--- config.mk ---
export PLATFORM = sky130hd
export DESIGN_NAME = plob_ctrl
export DESIGN_NICKNAME = d
export VERILOG_FILES = /design/src/rtl/plob_pkg.sv /design/src/rtl/plob_ctrl.sv
export SDC_FILE = /design/constraint.sdc
export NUM_CORES = 1
export LEC_CHECK = 0
export ABC_AREA = 0
export BUFFER_PORTS_ARGS = -buffer_cell sky130_fd_sc_hd__buf_2
export CORE_ASPECT_RATIO = 0.75
export CORE_MARGIN = 2
export CORE_UTILIZATION = 54
export DETAILED_ROUTE_END_ITERATION = 10
export PLACE_DENSITY = 0.79
export SLEW_MARGIN = 10
export SYNTH_ARGS = -nofsm -noshare
export SYNTH_HDL_FRONTEND = slang
export SYNTH_SLANG_ARGS = --single-unit
--- constraint.sdc ---
create_clock -name clk -period 2.75 [get_ports clk]
set_input_delay 0.275 -clock clk [delete_from_list [all_inputs] [get_ports clk]]
set_output_delay 0.275 -clock clk [all_outputs]
set_load 0.005 [all_outputs]
--- src/rtl/plob_pkg.sv ---
package plob_pkg;

  // Default sizes handed to the top level
  localparam int DEF_BOOK_DEPTH = 64;
  localparam int DEF_FRAC_BITS  = 16;

  // Register reset value
  localparam logic [6:0] MAX_DEPTH_RESET = 7'd64;

  // Command codes carried in s_tuser
  localparam logic [2:0] CMD_ADD    = 3'd0;
  localparam logic [2:0] CMD_UPDATE = 3'd1;
  localparam logic [2:0] CMD_DELETE = 3'd2;
  localparam logic [2:0] CMD_CLEAR  = 3'd3;
  localparam logic [2:0] CMD_QUERY  = 3'd4;
  localparam logic [2:0] CMD_VWAP   = 3'd5;

  // Port widths
  localparam int S_TDATA_W = 64;
  localparam int S_TUSER_W = 4;
  localparam int M_TDATA_W = 360;

  // Saturation limits
  localparam logic [63:0] VWAP_MAX      = 64'h0000_FFFF_FFFF_FFFF;
  localparam logic [63:0] SLIP_POS_MAX  = 64'h0000_00FF_FFFF_FFFF;
  localparam logic [63:0] SLIP_NEG_MAG  = 64'h0000_0100_0000_0000;
  localparam int          DIV_BASE_STEPS = 64;

  // Datapath operations issued by the controller
  typedef enum logic [4:0] {
    DP_NONE,
    DP_LOAD,
    DP_CLEAR,
    DP_SCAN_RD,
    DP_SCAN_NEXT,
    DP_OVERWRITE,
    DP_QUERY_HIT,
    DP_INS_SETUP,
    DP_SHIFT_RD,
    DP_SHIFT_WR,
    DP_PUT_NEW,
    DP_DEL_RD,
    DP_DEL_WR,
    DP_DEL_END,
    DP_WALK_RD,
    DP_WALK_MUL,
    DP_WALK_ACC,
    DP_VDIV_START,
    DP_VDIV_END,
    DP_SLIP_PREP,
    DP_SDIV_START,
    DP_SDIV_END,
    DP_FINISH_MOD,
    DP_OUT
  } dp_op_t;

  // Datapath status seen by the controller
  typedef struct packed {
    logic is_mod;
    logic is_put;
    logic is_drop;
    logic is_query;
    logic is_vwap;
    logic is_clear;
    logic scan_end;
    logic match;
    logic stop_before;
    logic ins_ok;
    logic shift_more;
    logic del_more;
    logic walk_more;
    logic filled_zero;
    logic slip_needed;
    logic div_busy;
    logic out_free;
  } dp_status_t;

endpackage

--- src/rtl/plob_ctrl.sv ---
module plob_ctrl (
  input  logic                 clk,
  input  logic                 rst,
  input  logic                 s_tvalid,
  output logic                 s_tready,
  input  plob_pkg::dp_status_t status,
  output plob_pkg::dp_op_t     op
);
  import plob_pkg::*;

  typedef enum logic [17:0] {
    ST_IDLE       = 18'h00001,
    ST_DISPATCH   = 18'h00002,
    ST_SCAN       = 18'h00004,
    ST_CHECK      = 18'h00008,
    ST_INS_SETUP  = 18'h00010,
    ST_SHIFT      = 18'h00020,
    ST_SHIFT_WR   = 18'h00040,
    ST_DEL        = 18'h00080,
    ST_DEL_WR     = 18'h00100,
    ST_WALK       = 18'h00200,
    ST_WALK_MUL   = 18'h00400,
    ST_WALK_ACC   = 18'h00800,
    ST_VDIV       = 18'h01000,
    ST_SLIP_PREP  = 18'h02000,
    ST_SDIV_START = 18'h04000,
    ST_SDIV       = 18'h08000,
    ST_FINISH     = 18'h10000,
    ST_DONE       = 18'h20000
  } state_t;

  state_t state, state_next;

  // no word is taken while reset is held
  assign s_tready = (state == ST_IDLE) && !rst;

  always_ff @(posedge clk) begin
    if (rst) begin
      state <= ST_IDLE;
    end else begin
      state <= state_next;
    end
  end

  // sequencing of one command word
  always_comb begin
    state_next = state;
    op         = DP_NONE;
    case (state)
      ST_IDLE: begin
        if (s_tvalid) begin
          op         = DP_LOAD;
          state_next = ST_DISPATCH;
        end
      end
      ST_DISPATCH: begin
        if (status.is_clear) begin
          op         = DP_CLEAR;
          state_next = ST_DONE;
        end else if (status.is_put || status.is_drop || status.is_query) begin
          state_next = ST_SCAN;
        end else if (status.is_vwap) begin
          state_next = ST_WALK;
        end else begin
          state_next = ST_DONE;
        end
      end
      // linear search: read a level, then check it
      ST_SCAN: begin
        if (status.scan_end) begin
          state_next = status.is_put ? ST_INS_SETUP : ST_FINISH;
        end else begin
          op         = DP_SCAN_RD;
          state_next = ST_CHECK;
        end
      end
      ST_CHECK: begin
        if (status.match) begin
          if (status.is_put) begin
            op         = DP_OVERWRITE;
            state_next = ST_FINISH;
          end else if (status.is_drop) begin
            state_next = ST_DEL;
          end else begin
            op         = DP_QUERY_HIT;
            state_next = ST_FINISH;
          end
        end else if (status.stop_before) begin
          state_next = status.is_put ? ST_INS_SETUP : ST_FINISH;
        end else begin
          op         = DP_SCAN_NEXT;
          state_next = ST_SCAN;
        end
      end
      ST_INS_SETUP: begin
        if (status.ins_ok) begin
          op         = DP_INS_SETUP;
          state_next = ST_SHIFT;
        end else begin
          state_next = ST_FINISH;
        end
      end
      // open a slot by moving worse levels down
      ST_SHIFT: begin
        if (status.shift_more) begin
          op         = DP_SHIFT_RD;
          state_next = ST_SHIFT_WR;
        end else begin
          op         = DP_PUT_NEW;
          state_next = ST_FINISH;
        end
      end
      ST_SHIFT_WR: begin
        op         = DP_SHIFT_WR;
        state_next = ST_SHIFT;
      end
      // close the gap by moving worse levels up
      ST_DEL: begin
        if (status.del_more) begin
          op         = DP_DEL_RD;
          state_next = ST_DEL_WR;
        end else begin
          op         = DP_DEL_END;
          state_next = ST_FINISH;
        end
      end
      ST_DEL_WR: begin
        op         = DP_DEL_WR;
        state_next = ST_DEL;
      end
      // vwap walk: read, multiply, accumulate
      ST_WALK: begin
        if (status.walk_more) begin
          op         = DP_WALK_RD;
          state_next = ST_WALK_MUL;
        end else if (status.filled_zero) begin
          state_next = ST_FINISH;
        end else begin
          op         = DP_VDIV_START;
          state_next = ST_VDIV;
        end
      end
      ST_WALK_MUL: begin
        op         = DP_WALK_MUL;
        state_next = ST_WALK_ACC;
      end
      ST_WALK_ACC: begin
        op         = DP_WALK_ACC;
        state_next = ST_WALK;
      end
      ST_VDIV: begin
        if (!status.div_busy) begin
          op         = DP_VDIV_END;
          state_next = ST_SLIP_PREP;
        end
      end
      ST_SLIP_PREP: begin
        if (status.slip_needed) begin
          op         = DP_SLIP_PREP;
          state_next = ST_SDIV_START;
        end else begin
          state_next = ST_FINISH;
        end
      end
      ST_SDIV_START: begin
        op         = DP_SDIV_START;
        state_next = ST_SDIV;
      end
      ST_SDIV: begin
        if (!status.div_busy) begin
          op         = DP_SDIV_END;
          state_next = ST_FINISH;
        end
      end
      ST_FINISH: begin
        if (status.is_mod) begin
          op = DP_FINISH_MOD;
        end
        state_next = ST_DONE;
      end
      ST_DONE: begin
        if (status.out_free) begin
          op         = DP_OUT;
          state_next = ST_IDLE;
        end
      end
      default: begin
        state_next = ST_IDLE;
      end
    endcase
  end

`ifndef ASSERT_OFF
  // an accepted word is always decoded on the next cycle
  a_accept_dispatch: assert property (@(posedge clk) disable iff (rst)
    (s_tvalid && s_tready) |=> (state == ST_DISPATCH))
    else $error("accepted word not dispatched");

  // exactly one state bit is set
  a_state_onehot: assert property (@(posedge clk) disable iff (rst)
    $onehot(state))
    else $error("state not one-hot");

  // while idle only a load may be issued
  a_idle_op: assert property (@(posedge clk) disable iff (rst)
    s_tready |-> ((op == DP_NONE) || (op == DP_LOAD)))
    else $error("datapath operation while idle");
`endif

endmodule

==> impl_metrics.ini <==
[yosys]
avgSynthCellArea_um2 = 7.62
synthTopCellsByArea = dfxtp_1, nor2_1, or4_1
async_flop_share = 0
synth-edff-count = 0
yosysTopAreaCellShare = 0.282
synthFlopType = dfxtp_1
yosys_warnings = 0
syn_nets = 188
yosysTopAreaCell = dfxtp_1
synthCells = 168
seq_area_frac_synth = 0.282
ys_ff_latch = 18
syn_area_um2 = 1280
yosysUniqueCellTypes = 44

[global_routing]
grt_max_degree = 11
grt_pass1_vias = 1346
antenna_found_initial = 0
grt_pass1_wl_mm = 6.02
grt-ovfl-total = 0
grtUsageTotal = 0.299

[cts]
clockBufferDepth = 2
cts_hold_buf = 0
cts-root-buf = clkbuf_4
clock_latency_ns = 0.30
cts.sinks = 18
numCtsBuffers = 3
cts_tree = built
cts.reportedPaths.clkPinSlew_ns = 0.11
h-tree-depth = 1

[status]
violations = setup timing
outcome = complete, but fails checks

[die]
num_io_pins = 26
die_w_um = 60.2
rows = 15
dieArea_um2 = 2780
core_area_um2 = 2270
initial_core_util = 0.564
die_h_um = 46.2

[cells_and_area]
layout_common_cells = nor2_1, buf_2, dfxtp_1, buf_4, a21oi_1
fin_nets = 226
drive_gt1_frac = 0.351
top_register = state
fin_cells = 239
n_antenna_cell = 0
largest_reg_flops = 18
reg_top3 = state: 18 flops
syn_to_final_growth_pct = 31.6

[critical_path]
cp.required_ns = 2.48
crit_path_frequent_cell = or4_4
critPathArrivalTime_ns = 2.49
crit_path_cell_trace = or4_4 -> buf_4 -> or4_4 -> o32a_1 -> and3_4 -> nand3_1 -> buf_2
cp.depth = 7
crit_fanout = 5
slowest_delay_ns = 0.62
critPathBufInv = 2
cpLargestDelayFamily = simple AND/OR/NAND/NOR gates
critPathSlowestCell = or4_4
setup.worst_path.class = flip-flop to output port
startpoint_type = flip-flop
r2r_cells = 9
crit_path_end_kind = output port

[route]
wl_per_cell_um = 16.7
drt-initial-drc-count = 120
first_pass_iters = 4
ant_nets = 0
drc = 0
routed_wl_mm = 4.00
viasPerCell = 6.03
num_vias = 1442

[sta]
skew_ns = 0.00191
rsz0062_at_grt = true
tightest_slew_ns = 0.506
finalSetupViolations = 1
fin_hold_ws_ns = 0.167
min_period_ns = 2.77
fmax_ghz = 0.362
drv_slew = 0
final.setup.worst_slack_ns = -0.0151
report.final.hold_viol_count = 0
slew-limit-headroom = 0.658
min_period_over_period = 1.01

[power_and_ir_drop]
ir_drop_v = 0.000232
combPwrFrac = 0.304
power_switching_mw = 0.205
swShare = 0.319
pwr-share-clk = 0.268
p_leak_nw = 0.677
p_per_area_nw_per_um2 = 381
seqPwrFrac = 0.428
p_int_mw = 0.437

[worst_hold_path]
hold_path_class = input port to flip-flop
holdPathStages = 2

[placement]
port_buffers = 25
place_congestion = 0.991
placed_cells = 225
dp_hpwl_mm = 2.98

[run]
drv_cap = 0
-- worst register-to-register path, delay by kind of cell (launching register included) --
kind	cells	cell delay, ns
AO/OA/AOI/OAI	2	0.15
AND/OR/NAND/NOR	4	1.27
buffers and inverters	3	0.52
flip-flops	1	0.35
-- worst paths after layout --
path	from	endpoint	slack, ns
worst max-delay path	state[11]	op[0]	-0.02
worst max register to register	state[11]	state[16]	0.33
worst min-delay path	status[10]	state[3]	0.17
worst min register to register	state[6]	state[5]	0.56
-- cell usage after synthesis, types with 2 or more instances --
cell type	instances
nor4_1	6
nor3b_1	2
a31oi_1	5
nand2_2	2
or4_1	7
nand4_1	5
nor4_2	2
o21ai_1	2
a21oi_1	8
and3b_1	2
nand2_1	8
nor2_1	26
nand3b_1	5
clkbuf_1	2
inv_1	6
and3_1	2
nand3_1	8
nand4b_1	4
or3_1	3
a211oi_1	3
nor4b_1	2
nor2b_1	5
o22ai_1	2
xnor2_1	2
nand2b_1	5
buf_2	2
nor3_1	7
o21a_1	2
dfxtp_1	18
-- per-stage QoR --
step	power, mW	utilization	setup slack, ns	cell area (um^2)	TNS [ns]
final	0.642	0.742	-0.0151	1680	-0.0151
after global routing	0.672	0.742	-0.0695	1680	-0.214
after CTS	0.621	0.692	0.0130	1570	0
after detailed placement	0.439	0.640	0.0941	1450	0
after global placement	0.435	0.640	0.0227	1450	0
after floorplan	0.381	-	0.444	1280	0
-- routing by layer --
| metal | vias up | part of all wire | wire, um | GRT usage |
|---|---|---|---|---|
| li1 | 710 | - | - | - |
| met1 | 664 | 0.45 | 1800 | 0.389 |
| met2 | 64 | 0.46 | 1850 | 0.480 |
| met3 | 4 | 0.078 | 312 | 0.0843 |
| met4 | 0 | 0.0090 | 36 | 0.0933 |
| met5 | - | 0 | 0 | 0 |
-- cells by family (layout without fill, tap and decap cells) --
logic type / count (synthesis) / in the layout / synth area share
flip-flops: 18 / 18 / 0.282
AND/OR/NAND/NOR: 106 / 106 / 0.501
buffers and inverters: 12 / 49 / 0.0459
XOR/XNOR: 2 / 2 / 0.0137
AO/OA/AOI/OAI: 30 / 30 / 0.157
-- cell type report --
class                   instances  area (um^2)
clock buffers                   4         36.3
flip-flops and latches         18          367
inverters                       6         22.5
well taps                      34         42.5
repair buffers                 39          243
fillers                       171          587
multi-input cells             138          973
-- power by group through the flow --
| stage | Sequential, mW | Combinational, mW | Clock [mW] |
|---|---|---|---|
| final | 0.275 | 0.195 | 0.172 |
| after detailed placement | 0.281 | 0.157 | 0 |
| after global routing | 0.277 | 0.212 | 0.183 |
| after floorplan | 0.279 | 0.101 | 0 |
| after CTS | 0.274 | 0.174 | 0.173 |
| after global placement | 0.280 | 0.156 | 0 |
-- what timing repair did --
| action | in CTS | in global routing |
|---|---|---|
| hold endpoints to repair | 0 | 0 |
| resized for setup | 12 | 14 |
| pin swaps | 5 | 16 |
| setup buffers | 4 | 6 |
| endpoints found under the setup margin | 5 | 5 |
No activity file was read; power rests on OpenSTA's default activity.
